### config.mk
export PLATFORM = sky130hd
export DESIGN_NAME = strip_fan_triangle_assembler
export DESIGN_NICKNAME = d
export VERILOG_FILES = /design/src/rtl/sfta_pkg.sv /design/src/rtl/sfta_front.sv /design/src/rtl/sfta_queue.sv /design/src/rtl/sfta_back.sv /design/src/rtl/strip_fan_triangle_assembler.sv
export VERILOG_INCLUDE_DIRS = /design/src /design/src/rtl
export SDC_FILE = /design/constraint.sdc
export NUM_CORES = 1
export LEC_CHECK = 0
export ABC_AREA = 0
export BUFFER_PORTS_ARGS = -buffer_cell sky130_fd_sc_hd__buf_4
export CAP_MARGIN = 20
export CORE_MARGIN = 1
export CORE_UTILIZATION = 35
export DETAILED_ROUTE_END_ITERATION = 12
export GPL_TIMING_DRIVEN = 1
export PLACE_DENSITY = 0.48
export SLEW_MARGIN = 20
export SYNTH_ARGS = -nofsm -noshare
export SYNTH_HDL_FRONTEND = slang
export SYNTH_HIERARCHICAL = 1
export SYNTH_SLANG_ARGS = --single-unit
### constraint.sdc
create_clock -name clk -period 10.9 [get_ports clk]
set_input_delay 0.545 -clock clk [delete_from_list [all_inputs] [get_ports clk]]
set_output_delay 0.545 -clock clk [all_outputs]
set_load 0.05 [all_outputs]
### src/rtl/assert_macros.svh
// include guard
`ifndef ASSERT_MACROS_SVH
`define ASSERT_MACROS_SVH

// same-cycle implication, checked on every rising edge out of reset
`define SFTA_ASSERT_NOW(label, clk, rst_n, cond, prop) \
    label: assert property (@(posedge clk) disable iff (!rst_n) (cond) |-> (prop)) \
        else $error("strip/fan assembler: same-cycle check failed");

// next-cycle implication, checked on every rising edge out of reset
`define SFTA_ASSERT_NEXT(label, clk, rst_n, cond, prop) \
    label: assert property (@(posedge clk) disable iff (!rst_n) (cond) |=> (prop)) \
        else $error("strip/fan assembler: next-cycle check failed");

`endif

### src/rtl/sfta_pkg.sv
package sfta_pkg;

    // default depth of the job queue between front and back
    localparam int QUEUE_DEPTH_DEFAULT = 4;

    // configuration register indexes
    localparam logic REG_VERTEX_LIMIT = 1'b0;
    localparam logic REG_TRIANGLE_CAP = 1'b1;

    // result status codes
    localparam logic [1:0] STATUS_CORNER = 2'd0;
    localparam logic [1:0] STATUS_END    = 2'd1;
    localparam logic [1:0] STATUS_BAD    = 2'd2;

    // parser phase
    typedef enum logic [1:0] {
        PH_COMMAND,
        PH_RECORDS,
        PH_DONE
    } phase_t;

    // kind of work handed to the back end
    typedef enum logic [1:0] {
        JOB_TRIANGLE,
        JOB_END,
        JOB_BAD
    } job_kind_t;

    // one vertex record as held by the parser
    typedef struct packed {
        logic [15:0] idx;
        logic [15:0] s;
        logic [15:0] t;
    } rec_t;

    // one corner of a triangle job
    typedef struct packed {
        logic [14:0] idx;
        logic [15:0] s;
        logic [15:0] t;
    } corner_t;

    // one queue entry: a triangle or a status result
    typedef struct packed {
        job_kind_t    kind;
        corner_t [2:0] corners;
        logic [15:0]  count;
    } job_t;

endpackage

### src/rtl/sfta_front.sv
module sfta_front
(
    input  logic              clk,
    input  logic              rst_n,
    input  logic              accept,
    input  logic [15:0]       word,
    input  logic              mesh_start,
    input  logic [14:0]       vertex_limit,
    input  logic [15:0]       triangle_cap,
    output logic              push,
    output sfta_pkg::job_t    push_job
);

    // index check: non-negative and below the vertex limit
    function automatic logic index_ok(input logic [15:0] idx, input logic [14:0] limit);
        index_ok = !idx[15] && (idx[14:0] < limit);
    endfunction

    sfta_pkg::phase_t phase_reg, phase_next;
    logic             fan_reg, fan_next;
    logic [15:0]      left_reg, left_next;
    logic [15:0]      pos_reg, pos_next;
    logic [1:0]       wir_reg, wir_next;
    logic [15:0]      emitted_reg, emitted_next;
    logic [15:0]      cur_idx_reg, cur_idx_next;
    logic [15:0]      cur_s_reg, cur_s_next;
    sfta_pkg::rec_t   pivot_reg, pivot_next;
    sfta_pkg::rec_t   prev0_reg, prev0_next;
    sfta_pkg::rec_t   prev1_reg, prev1_next;

    // state as seen by this word, after a mesh start clear
    sfta_pkg::phase_t phase_eff;
    logic [15:0]      pos_eff;
    logic [1:0]       wir_eff;
    logic [15:0]      emitted_eff;

    logic             in_command;
    logic             in_records;
    logic             end_cmd;
    logic             rec_done;
    logic             tri_try;
    logic             bad;
    sfta_pkg::rec_t   new_rec;
    sfta_pkg::rec_t   c0;
    sfta_pkg::rec_t   c1;

    assign phase_eff   = mesh_start ? sfta_pkg::PH_COMMAND : phase_reg;
    assign pos_eff     = mesh_start ? 16'd0 : pos_reg;
    assign wir_eff     = mesh_start ? 2'd0 : wir_reg;
    assign emitted_eff = mesh_start ? 16'd0 : emitted_reg;

    assign in_command = accept && (phase_eff == sfta_pkg::PH_COMMAND);
    assign in_records = accept && (phase_eff == sfta_pkg::PH_RECORDS);
    assign end_cmd    = in_command && (word == 16'd0);
    assign rec_done   = in_records && (wir_eff == 2'd3);

    // record completed by this word
    assign new_rec = '{idx: cur_idx_reg, s: cur_s_reg, t: word};

    // corner order: fan pivots on the first vertex, strips alternate winding
    always_comb
    begin
        if (fan_reg)
        begin
            c0 = pivot_reg;
            c1 = prev0_reg;
        end
        else if (!pos_eff[0])
        begin
            c0 = prev1_reg;
            c1 = prev0_reg;
        end
        else
        begin
            c0 = prev0_reg;
            c1 = prev1_reg;
        end
    end

    assign tri_try = rec_done && (pos_eff[15:1] != 15'd0) && (emitted_eff < triangle_cap);
    assign bad     = tri_try && !(index_ok(c0.idx, vertex_limit)
                                  && index_ok(c1.idx, vertex_limit)
                                  && index_ok(new_rec.idx, vertex_limit));

    // next phase
    always_comb
    begin
        phase_next = phase_reg;
        if (accept)
        begin
            unique case (phase_eff)
                sfta_pkg::PH_COMMAND:
                    phase_next = end_cmd ? sfta_pkg::PH_DONE : sfta_pkg::PH_RECORDS;
                sfta_pkg::PH_RECORDS:
                begin
                    priority if (bad)
                        phase_next = sfta_pkg::PH_DONE;
                    else if (rec_done && (left_reg == 16'd1))
                        phase_next = sfta_pkg::PH_COMMAND;
                    else
                        phase_next = sfta_pkg::PH_RECORDS;
                end
                default:
                    phase_next = sfta_pkg::PH_DONE;
            endcase
        end
    end

    // datapath and job output
    always_comb
    begin
        fan_next     = fan_reg;
        left_next    = left_reg;
        pos_next     = accept ? pos_eff : pos_reg;
        wir_next     = accept ? wir_eff : wir_reg;
        emitted_next = accept ? emitted_eff : emitted_reg;
        cur_idx_next = cur_idx_reg;
        cur_s_next   = cur_s_reg;
        pivot_next   = pivot_reg;
        prev0_next   = prev0_reg;
        prev1_next   = prev1_reg;

        push                = 1'b0;
        push_job.kind       = sfta_pkg::JOB_TRIANGLE;
        push_job.corners[0] = '{idx: c0.idx[14:0], s: c0.s, t: c0.t};
        push_job.corners[1] = '{idx: c1.idx[14:0], s: c1.s, t: c1.t};
        push_job.corners[2] = '{idx: new_rec.idx[14:0], s: new_rec.s, t: new_rec.t};
        push_job.count      = emitted_eff + 16'd1;

        // command word: end of mesh or a new run
        if (in_command)
        begin
            if (end_cmd)
            begin
                push           = 1'b1;
                push_job.kind  = sfta_pkg::JOB_END;
                push_job.count = emitted_eff;
            end
            else
            begin
                fan_next  = word[15];
                left_next = word[15] ? (~word + 16'd1) : word;
                pos_next  = 16'd0;
                wir_next  = 2'd0;
            end
        end

        // record words
        if (in_records)
        begin
            wir_next = wir_eff + 2'd1;
            unique case (wir_eff)
                2'd0:    cur_idx_next = word;
                2'd1:    ;
                2'd2:    cur_s_next   = word;
                default: ;
            endcase
            if (rec_done)
            begin
                if (pos_eff == 16'd0)
                    pivot_next = new_rec;
                if (bad)
                begin
                    push           = 1'b1;
                    push_job.kind  = sfta_pkg::JOB_BAD;
                    push_job.count = emitted_eff;
                end
                else
                begin
                    if (tri_try)
                    begin
                        push         = 1'b1;
                        emitted_next = emitted_eff + 16'd1;
                    end
                    prev1_next = prev0_reg;
                    prev0_next = new_rec;
                    pos_next   = pos_eff + 16'd1;
                    left_next  = left_reg - 16'd1;
                end
            end
        end
    end

    // control state
    always_ff @(posedge clk or negedge rst_n)
    begin
        if (!rst_n)
        begin
            phase_reg   <= sfta_pkg::PH_COMMAND;
            fan_reg     <= 1'b0;
            left_reg    <= 16'd0;
            pos_reg     <= 16'd0;
            wir_reg     <= 2'd0;
            emitted_reg <= 16'd0;
        end
        else
        begin
            phase_reg   <= phase_next;
            fan_reg     <= fan_next;
            left_reg    <= left_next;
            pos_reg     <= pos_next;
            wir_reg     <= wir_next;
            emitted_reg <= emitted_next;
        end
    end

    // record payload
    always_ff @(posedge clk)
    begin
        cur_idx_reg <= cur_idx_next;
        cur_s_reg   <= cur_s_next;
        pivot_reg   <= pivot_next;
        prev0_reg   <= prev0_next;
        prev1_reg   <= prev1_next;
    end

endmodule

### src/rtl/sfta_queue.sv
module sfta_queue
#(
    parameter int DEPTH = sfta_pkg::QUEUE_DEPTH_DEFAULT
)
(
    input  logic           clk,
    input  logic           rst_n,
    input  logic           push,
    input  sfta_pkg::job_t push_job,
    input  logic           pop,
    output logic           full,
    output logic           head_valid,
    output sfta_pkg::job_t head_job
);

    localparam int PTR_W = (DEPTH > 1) ? $clog2(DEPTH) : 1;
    localparam int CNT_W = $clog2(DEPTH + 1);

    sfta_pkg::job_t    entries_reg [DEPTH];
    logic [PTR_W-1:0]  wr_ptr_reg, wr_ptr_next;
    logic [PTR_W-1:0]  rd_ptr_reg, rd_ptr_next;
    logic [CNT_W-1:0]  count_reg, count_next;
    logic              do_push;
    logic              do_pop;

    assign full       = (count_reg == CNT_W'(DEPTH));
    assign head_valid = (count_reg != '0);
    assign head_job   = entries_reg[rd_ptr_reg];
    assign do_push    = push && !full;
    assign do_pop     = pop && head_valid;

    // pointer and fill count update
    always_comb
    begin
        wr_ptr_next = wr_ptr_reg;
        rd_ptr_next = rd_ptr_reg;
        count_next  = count_reg;
        if (do_push)
            wr_ptr_next = (wr_ptr_reg == PTR_W'(DEPTH - 1)) ? '0 : wr_ptr_reg + 1'b1;
        if (do_pop)
            rd_ptr_next = (rd_ptr_reg == PTR_W'(DEPTH - 1)) ? '0 : rd_ptr_reg + 1'b1;
        if (do_push && !do_pop)
            count_next = count_reg + 1'b1;
        else if (do_pop && !do_push)
            count_next = count_reg - 1'b1;
    end

    always_ff @(posedge clk or negedge rst_n)
    begin
        if (!rst_n)
        begin
            wr_ptr_reg <= '0;
            rd_ptr_reg <= '0;
            count_reg  <= '0;
        end
        else
        begin
            wr_ptr_reg <= wr_ptr_next;
            rd_ptr_reg <= rd_ptr_next;
            count_reg  <= count_next;
        end
    end

    // entry storage
    always_ff @(posedge clk)
    begin
        if (do_push)
            entries_reg[wr_ptr_reg] <= push_job;
    end

endmodule

### src/rtl/sfta_back.sv
module sfta_back
(
    input  logic               clk,
    input  logic               rst_n,
    input  logic               head_valid,
    input  sfta_pkg::job_t     head_job,
    output logic               pop,
    output logic               out_valid,
    input  logic               out_ready,
    output logic [1:0]         status,
    output logic [14:0]        vertex_index,
    output logic signed [15:0] tex_s,
    output logic signed [15:0] tex_t,
    output logic [1:0]         corner,
    output logic               last_corner,
    output logic [15:0]        triangle_count
);

    logic        valid_reg, valid_next;
    logic [1:0]  cnt_reg, cnt_next;
    logic [1:0]  status_reg, status_next;
    logic [14:0] idx_reg, idx_next;
    logic [15:0] s_reg, s_next;
    logic [15:0] t_reg, t_next;
    logic [1:0]  corner_reg, corner_next;
    logic        last_reg, last_next;
    logic [15:0] count_reg, count_next;
    logic        load;
    sfta_pkg::corner_t sel;

    // output register free, or its result is being taken
    assign load = head_valid && (!valid_reg || out_ready);
    assign sel  = head_job.corners[cnt_reg];

    // unroll one job into its results
    always_comb
    begin
        valid_next  = valid_reg;
        cnt_next    = cnt_reg;
        status_next = status_reg;
        idx_next    = idx_reg;
        s_next      = s_reg;
        t_next      = t_reg;
        corner_next = corner_reg;
        last_next   = last_reg;
        count_next  = count_reg;
        pop         = 1'b0;

        if (out_ready)
            valid_next = 1'b0;

        if (load)
        begin
            valid_next = 1'b1;
            count_next = head_job.count;
            unique case (head_job.kind)
                sfta_pkg::JOB_TRIANGLE:
                begin
                    status_next = sfta_pkg::STATUS_CORNER;
                    idx_next    = sel.idx;
                    s_next      = sel.s;
                    t_next      = sel.t;
                    corner_next = cnt_reg;
                    last_next   = (cnt_reg == 2'd2);
                    pop         = (cnt_reg == 2'd2);
                    cnt_next    = (cnt_reg == 2'd2) ? 2'd0 : cnt_reg + 2'd1;
                end
                sfta_pkg::JOB_END, sfta_pkg::JOB_BAD:
                begin
                    status_next = (head_job.kind == sfta_pkg::JOB_END)
                                  ? sfta_pkg::STATUS_END : sfta_pkg::STATUS_BAD;
                    idx_next    = 15'd0;
                    s_next      = 16'd0;
                    t_next      = 16'd0;
                    corner_next = 2'd0;
                    last_next   = 1'b1;
                    pop         = 1'b1;
                    cnt_next    = 2'd0;
                end
                default:
                begin
                    pop      = 1'b1;
                    cnt_next = 2'd0;
                end
            endcase
        end
    end

    always_ff @(posedge clk or negedge rst_n)
    begin
        if (!rst_n)
        begin
            valid_reg <= 1'b0;
            cnt_reg   <= 2'd0;
        end
        else
        begin
            valid_reg <= valid_next;
            cnt_reg   <= cnt_next;
        end
    end

    // result payload
    always_ff @(posedge clk)
    begin
        status_reg <= status_next;
        idx_reg    <= idx_next;
        s_reg      <= s_next;
        t_reg      <= t_next;
        corner_reg <= corner_next;
        last_reg   <= last_next;
        count_reg  <= count_next;
    end

    assign out_valid      = valid_reg;
    assign status         = status_reg;
    assign vertex_index   = idx_reg;
    assign tex_s          = s_reg;
    assign tex_t          = t_reg;
    assign corner         = corner_reg;
    assign last_corner    = last_reg;
    assign triangle_count = count_reg;

endmodule

### src/rtl/strip_fan_triangle_assembler.sv
// channel   | direction | handshake             | payload
// ----------+-----------+-----------------------+---------------------------------------
// input     | in        | in_valid / in_ready   | stream_word, mesh_start
// result    | out       | out_valid / out_ready | status, vertex_index, tex_s, tex_t,
//           |           |                       | corner, last_corner, triangle_count
// config    | in        | write_enable          | register_index, write_data
//
// one stream word is taken per cycle while in_ready is high; the parser works on it
// in that same cycle; a triangle's job is queued by its last record word, then loaded
// into the output register; three corners leave one per cycle while out_ready is high
// the job queue (QUEUE_DEPTH entries) lets parser and output stall independently;
// in_ready drops only while the queue is full
// reset clears parser state, queue pointers and output valid; no clearing pass
`include "assert_macros.svh"

module strip_fan_triangle_assembler
#(
    parameter int QUEUE_DEPTH = sfta_pkg::QUEUE_DEPTH_DEFAULT
)
(
    input  logic               clk,
    input  logic               rst_n,
    input  logic               in_valid,
    output logic               in_ready,
    input  logic signed [15:0] stream_word,
    input  logic               mesh_start,
    output logic               out_valid,
    input  logic               out_ready,
    output logic [1:0]         status,
    output logic [14:0]        vertex_index,
    output logic signed [15:0] tex_s,
    output logic signed [15:0] tex_t,
    output logic [1:0]         corner,
    output logic               last_corner,
    output logic [15:0]        triangle_count,
    input  logic               write_enable,
    input  logic               register_index,
    input  logic [15:0]        write_data
);

    logic [14:0]    vertex_limit_reg;
    logic [15:0]    triangle_cap_reg;
    logic           accept;
    logic           push;
    logic           pop;
    logic           full;
    logic           head_valid;
    sfta_pkg::job_t push_job;
    sfta_pkg::job_t head_job;

    // configuration registers
    always_ff @(posedge clk or negedge rst_n)
    begin
        if (!rst_n)
        begin
            vertex_limit_reg <= 15'd0;
            triangle_cap_reg <= 16'd0;
        end
        else if (write_enable)
        begin
            unique case (register_index)
                sfta_pkg::REG_VERTEX_LIMIT: vertex_limit_reg <= write_data[14:0];
                sfta_pkg::REG_TRIANGLE_CAP: triangle_cap_reg <= write_data;
                default: ;
            endcase
        end
    end

    // input transfer
    assign in_ready = !full;
    assign accept   = in_valid && in_ready;

    sfta_front u_front
    (
        .clk          (clk),
        .rst_n        (rst_n),
        .accept       (accept),
        .word         (16'(stream_word)),
        .mesh_start   (mesh_start),
        .vertex_limit (vertex_limit_reg),
        .triangle_cap (triangle_cap_reg),
        .push         (push),
        .push_job     (push_job)
    );

    sfta_queue #(.DEPTH(QUEUE_DEPTH)) u_queue
    (
        .clk        (clk),
        .rst_n      (rst_n),
        .push       (push),
        .push_job   (push_job),
        .pop        (pop),
        .full       (full),
        .head_valid (head_valid),
        .head_job   (head_job)
    );

    sfta_back u_back
    (
        .clk            (clk),
        .rst_n          (rst_n),
        .head_valid     (head_valid),
        .head_job       (head_job),
        .pop            (pop),
        .out_valid      (out_valid),
        .out_ready      (out_ready),
        .status         (status),
        .vertex_index   (vertex_index),
        .tex_s          (tex_s),
        .tex_t          (tex_t),
        .corner         (corner),
        .last_corner    (last_corner),
        .triangle_count (triangle_count)
    );

    // checks
    `SFTA_ASSERT_NEXT(a_corners_back_to_back, clk, rst_n,
        out_valid && out_ready && status == sfta_pkg::STATUS_CORNER && corner != 2'd2,
        out_valid && status == sfta_pkg::STATUS_CORNER && corner == $past(corner) + 2'd1)
    `SFTA_ASSERT_NOW(a_status_is_last, clk, rst_n,
        out_valid && status != sfta_pkg::STATUS_CORNER,
        last_corner && corner == 2'd0 && vertex_index == 15'd0)
    `SFTA_ASSERT_NOW(a_last_on_third_corner, clk, rst_n,
        out_valid && status == sfta_pkg::STATUS_CORNER,
        last_corner == (corner == 2'd2))

endmodule
## Word level (Yosys, flattened, before mapping)

Memories as Yosys holds them, arrays and structs flattened.
Cells that the tools add are included.

| cells by class | value |
|---|---|
| $add $sub $neg | 10 |
| multipliers | 0 |
| div/mod/pow operators | 0 |
| magnitude comparators | 5 |
| equality and inequality tests | 10 |
| shift-type cells | 0 |
| mux-type cells | 70 |
| bitwise logic cells | 4 |
| reduce and logical (&&, ||, !) cells | 47 |

Operators with widths:

| operator | count |
|---|---|
| two-way mux 16 bit | 24 |
| two-way mux 48 bit | 4 |
| binary-select mux 47 bit (select 2 bit) | 1 |
| case mux 16 bit (2 select lines) | 2 |
| adder 16 x 1 -> 16 bit (second input constant) | 3 |
| two-way mux 47 bit | 1 |
| < comparator 15 bit | 3 |
| two-way mux 2 bit | 17 |
| zero test 16 bit | 2 |
| case mux 15 bit (2 select lines) | 1 |
| logical AND 1 bit | 19 |
| equality test 16 x 1 -> 1 bit (second input constant) | 1 |
| < comparator 16 bit | 1 |
| inverter 16 bit | 1 |
| subtractor 16 x 1 -> 16 bit (second input constant) | 1 |
| nonzero test 15 bit | 1 |
| two-way mux 1 bit | 14 |
| equality test 2 bit (second input constant) | 6 |
| case mux 2 bit (2 select lines) | 3 |
| AND reduction 2 bit | 6 |
| adder 2 x 1 -> 2 bit (second input constant) | 4 |
| zero test 1 bit | 8 |
| zero test 2 bit | 3 |
| two-way mux 3 bit | 2 |
| other kinds (12) | 18 |

| word-level totals | value |
|---|---|
| register bits after elaboration | 338 |
| bits in latches | 0 |
| bits in writable memories | 636 |
| bits in read-only memories | 0 |
| output and inout port bits | 70 |
| logic and storage cells | 178 |
| memories | 1 |

Memory list:

| name | depth | bits a word | rd ports | clocked after Yosys merged registers in | wr ports | line | source |
|---|---|---|---|---|---|---|---|
| u_queue.entries_reg | 4 | 159 | 1 | 0 | 1 | sfta_queue.sv:19 | `sfta_pkg::job_t entries_reg [DEPTH];` |

## Longest topological paths before layout

| logic depth | value |
|---|---|
| depth after elaboration | 17 |
| gate-level depth with buffers | 18 |

## Hierarchy

The synthesis kept the hierarchy.

Modules (own cells, without submodules):

| module | instances | cells each | area an instance (um2) | sequential area each (um2) |
|---|---|---|---|---|
| sfta_queue | 1 | 868 | 23346.1 | 19273.5 |
| sfta_front | 1 | 1057 | 12172.9 | 6611.3 |
| sfta_back | 1 | 313 | 3956.3 | 2117.0 |
| strip_fan_triangle_assembler | 1 | 69 | 1223.7 | 775.7 |

## Least setup slack after synthesis

Ideal clock, no wire load.

| timing | value |
|---|---|
| kind | input to register |
| from | input port mesh_start |
| to | memory u_queue/entries_reg[3][0] in the netlist's numbering, enable pin |
| library setup time | 0.684 ns |
| arrival | 9.383 ns |
| data required time | 10.216 ns |
| slack | 0.833 ns |
| cell stages on the path | 13 |
| cells stage by stage | buf_2 -> clkbuf_1 -> buf_1 -> nor2b_1 -> ha_1 -> a21oi_1 -> nor2_1 -> a2111oi_2 -> o221ai_1 -> or2_1 -> nand2_1 -> nand2_1 -> nor2_1 |

| on the way | value |
|---|---|
| cells in the longest elaborated chain, start to end | 15 |
| elaborated cells on any way between the ends | 38 |

RTL lines:

| element | line | source |
|---|---|---|
| start, declared | strip_fan_triangle_assembler.sv:26 | `input logic mesh_start,` |
| two-way mux 16 bit | sfta_front.sv:48 | `assign pos_eff = mesh_start ? 16'd0 : pos_reg;` |
| two-way mux 48 bit | sfta_front.sv:68 | `else if (!pos_eff[0])` |
| two-way mux 48 bit | sfta_front.sv:63 | `if (fan_reg)` |
| < comparator 15 bit / zero test 1 bit (equally long branches) | sfta_front.sv:16 | `index_ok = !idx[15] && (idx[14:0] < limit);` |
| logical AND 1 bit | sfta_front.sv:16 |  |
| logical AND 1 bit | sfta_front.sv:82 | `&& index_ok(c1.idx, vertex_limit)` |
| logical AND 1 bit | sfta_front.sv:83 | `&& index_ok(new_rec.idx, vertex_limit));` |
| zero test 1 bit | sfta_front.sv:81 | `assign bad = tri_try && !(index_ok(c0.idx, vertex_limit)` |
| logical AND 1 bit | sfta_front.sv:81 |  |
| two-way mux 1 bit | sfta_front.sv:162 | `if (bad)` |
| two-way mux 1 bit | sfta_front.sv:158 | `if (rec_done)` |
| two-way mux 1 bit * | sfta_front.sv:149 | `if (in_records)` |
| via push | strip_fan_triangle_assembler.sv:44 | `logic push;` |
| logical AND 1 bit * | sfta_queue.sv:29 | `assign do_push = push && !full;` |
| two-way mux 1 bit * | sfta_queue.sv:67 | `if (do_push)` |
| two-way mux 1 bit (not written as such) * | sfta_queue.sv:68 | `entries_reg[wr_ptr_reg] <= push_job;` |
| end, declared | sfta_queue.sv:19 |  |

Mark *: on every way through the listed nets, which the timed path passes. The rest lies on a longest branch.

==> impl_results.md <==
- Worst-path clk slew: 0.06 ns
- Final hold vios: 0
- Yosys reg bits: a little under 1,000
- Area share of and/or/nand/nor cells after synthesis: 5.568%
- Final WL: around 98 mm
- Placement row count: approximately 120
- Synth top area share: 64.93%
- P per Cell Area: 171.1 nW/µm²
- Minimum clock period: 6.164 ns
- Clock power share: around 44%
- Main combinational cell family by area after synthesis: multiplexers
- Max Slew Vio Count: 0
- Final hold slack: between 0.09 and 0.1 ns
- Post-synth net total: 2,421
- CTS Buf Count: 107
- YS warnings: 6
- Compound-Gate Fraction of Synth Area: 5.288%
- Pin count of the biggest net entering global routing: 88
- Max reg flops: 636
- Clk root buf: clkbuf_16
- Ports: 109
- Yosys top cell by area: edfxtp_1
- Vias per cell: roughly 5.2
- Unique masters post-synth: 76
- WS Path Type: flop to flop
- Drt wl/cell: approximately 24 µm
- DR vias: roughly 21,000
- Worst ir drop on vdd: 0.0001161 V
- Crit path capture type: flop
- Die height: 343 µm
- Synth Flop Type: edfxtp_1
- Combinational share of power: 3.5%
- DIE WIDTH: 343 µm
- CP Cell Sequence: nor2b_4 > buf_4 > buf_4 > mux2i_1 > o21ai_0 > ha_1 > a21oi_1 > nand2_1 > a221oi_1 > o31ai_1 > nor2_1 > o21ai_2 > inv_4 > buf_4 > nor2_1 > a211o_1
- CTS sink count: 974
- Overall Power: 7919 µW
- IO buf count: between 100 and 150
- Number of synthesized flops with an enable pin: between 800 and 900
- Initial antenna violation count: 2
- Length of the first detailed-routing pass in iterations: 5
- Slowest cell on the critical path: buf_4
- Worst Max-Slew Pin Slew: 1.059 ns
- Mux contribution to synthesized area: 12.63%
- Top cells by area, synth: edfxtp_1 65%, mux4_2 8.8%, dfrtp_1 5.8%
- Layout cells sized above 1: 24.01%
- Status: finished, final reports clean
- CP Buf/Inv Count: 4
- Final period util: 56.55%
- Worst EP arrival: 6.73 ns
- Post-synth ARST share: 9.651%
- Worst Skew: 0.02472 ns
- Placed cell area: 42,870 µm²
- Core area: 114,800 µm²
- Fmax: 162.2 MHz
- Initial DRC Count: around 1,500
- Final setup viols: 0
- Nets@finish: 2,525
- Initial Utilization: 35.45%
- Htree depth: 3
- Area growth syn-to-layout: 13.75%
- CP Data Required Time: 11.47 ns
- Final RePlAce weighted congestion: 0.8023
- Net Sw Power: about 1700 µW
- Fillers: 10,340
- Clk_lat worst skew: 0.69 ns
- Die ar.: 117,600 µm²
- Post-Layout Inst Area: between 40,000 and 50,000 µm²
- Antenna Nets Post-Route: 0
- Post-Synth Adder-Cell Area: 2.324%
- # DRC: 0
- RSZ-0062 raised after global routing: no
- Clock tree buffer depth: 3
- MaxCap Viol Count: 0
- GRT Overall Usage: 16.83%
- Setup TNS: 0 ns
- Most frequent cells in the layout: 880 x edfxtp_1, 159 x mux4_2, 138 x buf_4, 126 x nand2_1, 109 x clkbuf_16
- CP startpoint kind: flop
- Crit Path Max Fanout: 67
- Total grt overflow: 0
- First-pass GRT wire length: 146.5 mm
- Worst path most repeated cell: buf_4
- HPWL Detailed: 57.10 mm
- Leak Pwr: ~0.015 µW
- Seq/Total Area, Yosys: between 70% and 80%
- Syn Std Cell Area: 40,700 µm²
- Max transition margin: between 20 and 30%
- Number of global-route vias before repair: 22,540
- Total internal power: 6226 µW
- XOR/XNOR Fraction of Synth Area: less than 1%
- Worst hold-check path type: input port to flop
- Delay-heaviest family, CP: buffers and inverters
- Crit path largest cell delay: 0.88 ns
- Most common cell after layout, fill and taps aside: edfxtp_1
- Net Sw Frac: 21.39%
- Syn Inst Count: 2,307
- CTS tree: done
- Avg Inst Size Synth: 17.64 µm²
- Share of power burned in registers: 52.3%
repair_timing:
item,CTS,global route
resized for setup,0,0
buffers inserted,0,0
hold buffers,1,0
endpoints found under the hold margin,54,0
Yosys cell counts (11+ instances only):
| cell | instances |
|---|---|
| edfxtp_1 | 880 |
| mux4_2 | 159 |
| nand2_1 | 126 |
| dfrtp_1 | 94 |
| mux2_2 | 78 |
| ha_1 | 74 |
| nor2b_1 | 70 |
| o21ai_0 | 66 |
| a211oi_1 | 61 |
| inv_1 | 60 |
| nand2b_1 | 59 |
| mux2i_1 | 53 |
| nor2_1 | 45 |
| buf_2 | 42 |
| clkbuf_1 | 40 |
| a211oi_2 | 39 |
| buf_4 | 37 |
| a21oi_1 | 34 |
| nand3_1 | 31 |
| xnor2_1 | 23 |
| nor3_1 | 20 |
| buf_6 | 18 |
| a311oi_1 | 15 |
| a31oi_1 | 13 |
| nand4_1 | 13 |
| and3_1 | 12 |
| o211ai_1 | 11 |
| or3_1 | 11 |
| xor2_1 | 11 |
cell families (layout without fill, tap and decap cells):
| family | Yosys count | count (layout) |
|---|---|---|
| flip-flops | 974 | 974 |
| adder cells (fa/ha/maj) | 75 | 75 |
| buffers and inverters | 207 | 399 |
| AO/OA/AOI/OAI | 286 | 286 |
| multiplexers | 300 | 300 |
| XOR/XNOR | 34 | 34 |
| other | 0 | 2 |
| AND/OR/NAND/NOR | 431 | 431 |
routing by layer:
layer | track usage (%) | share of wire (%)
met4 | 4.481 | 2.0
met1 | 22.50 | 45
met5 | 0 | 0.013
met2 | 28.53 | 49
met3 | 2.560 | 4.0
metrics by stage:
stage	cells	utilization (%)	worst slack (ns)
floorplan	2307	-	0.8335
global placement	3812	37.32	4.428
detailed placement	3813	37.34	4.333
CTS	4011	40.32	4.615
global route	4011	40.32	4.268
finish	4013	40.32	4.736
path summary, 6_finish.rpt:
check / start / endpoint / slack (ns) / cells past startpoint
min: write_data[15] / triangle_cap_reg[15] / 0.1 / 2
max: u_front/pos_reg[0] / u_front/pos_reg[3] / 4.74 / 16
min reg2reg: u_front/prev0_reg[47] / u_front/prev1_reg[47] / 0.47 / 0
max in group asynchronous: rst_n / u_front/fan_reg / 9.28 / 3
min in group asynchronous: rst_n / u_front/emitted_reg[1] / 0.49 / 2
max reg2reg: u_front/pos_reg[0] / u_front/pos_reg[3] / 4.74 / 16
power groups by stage:
stage / Clock, µW / Sequential (µW) / Combinational [µW]
global placement: 0 / 4220 / 273
global route: 3740 / 4150 / 313
detailed placement: 0 / 4220 / 280
floorplan: 0 / 4190 / 187
finish: 3500 / 4140 / 278
CTS: 3610 / 4140 / 281
cell type report:
| type | count | area [µm²] | area share, % |
|---|---|---|---|
| Antenna cell | 2 | 5.005 | 0.01081 |
| Multi-Input combinational cell | 1126 | 10880 | 23.49 |
| Timing Repair Buffer | 141 | 1086 | 2.346 |
| Clock buffer | 138 | 2846 | 6.148 |
| Inverter | 61 | 231.5 | 0.5000 |
| Tap cell | 1512 | 1892 | 4.086 |
| Clock inverter | 59 | 563.0 | 1.216 |
| Sequential cell | 974 | 28800 | 62.20 |
(Power assumes the default switching activity.)
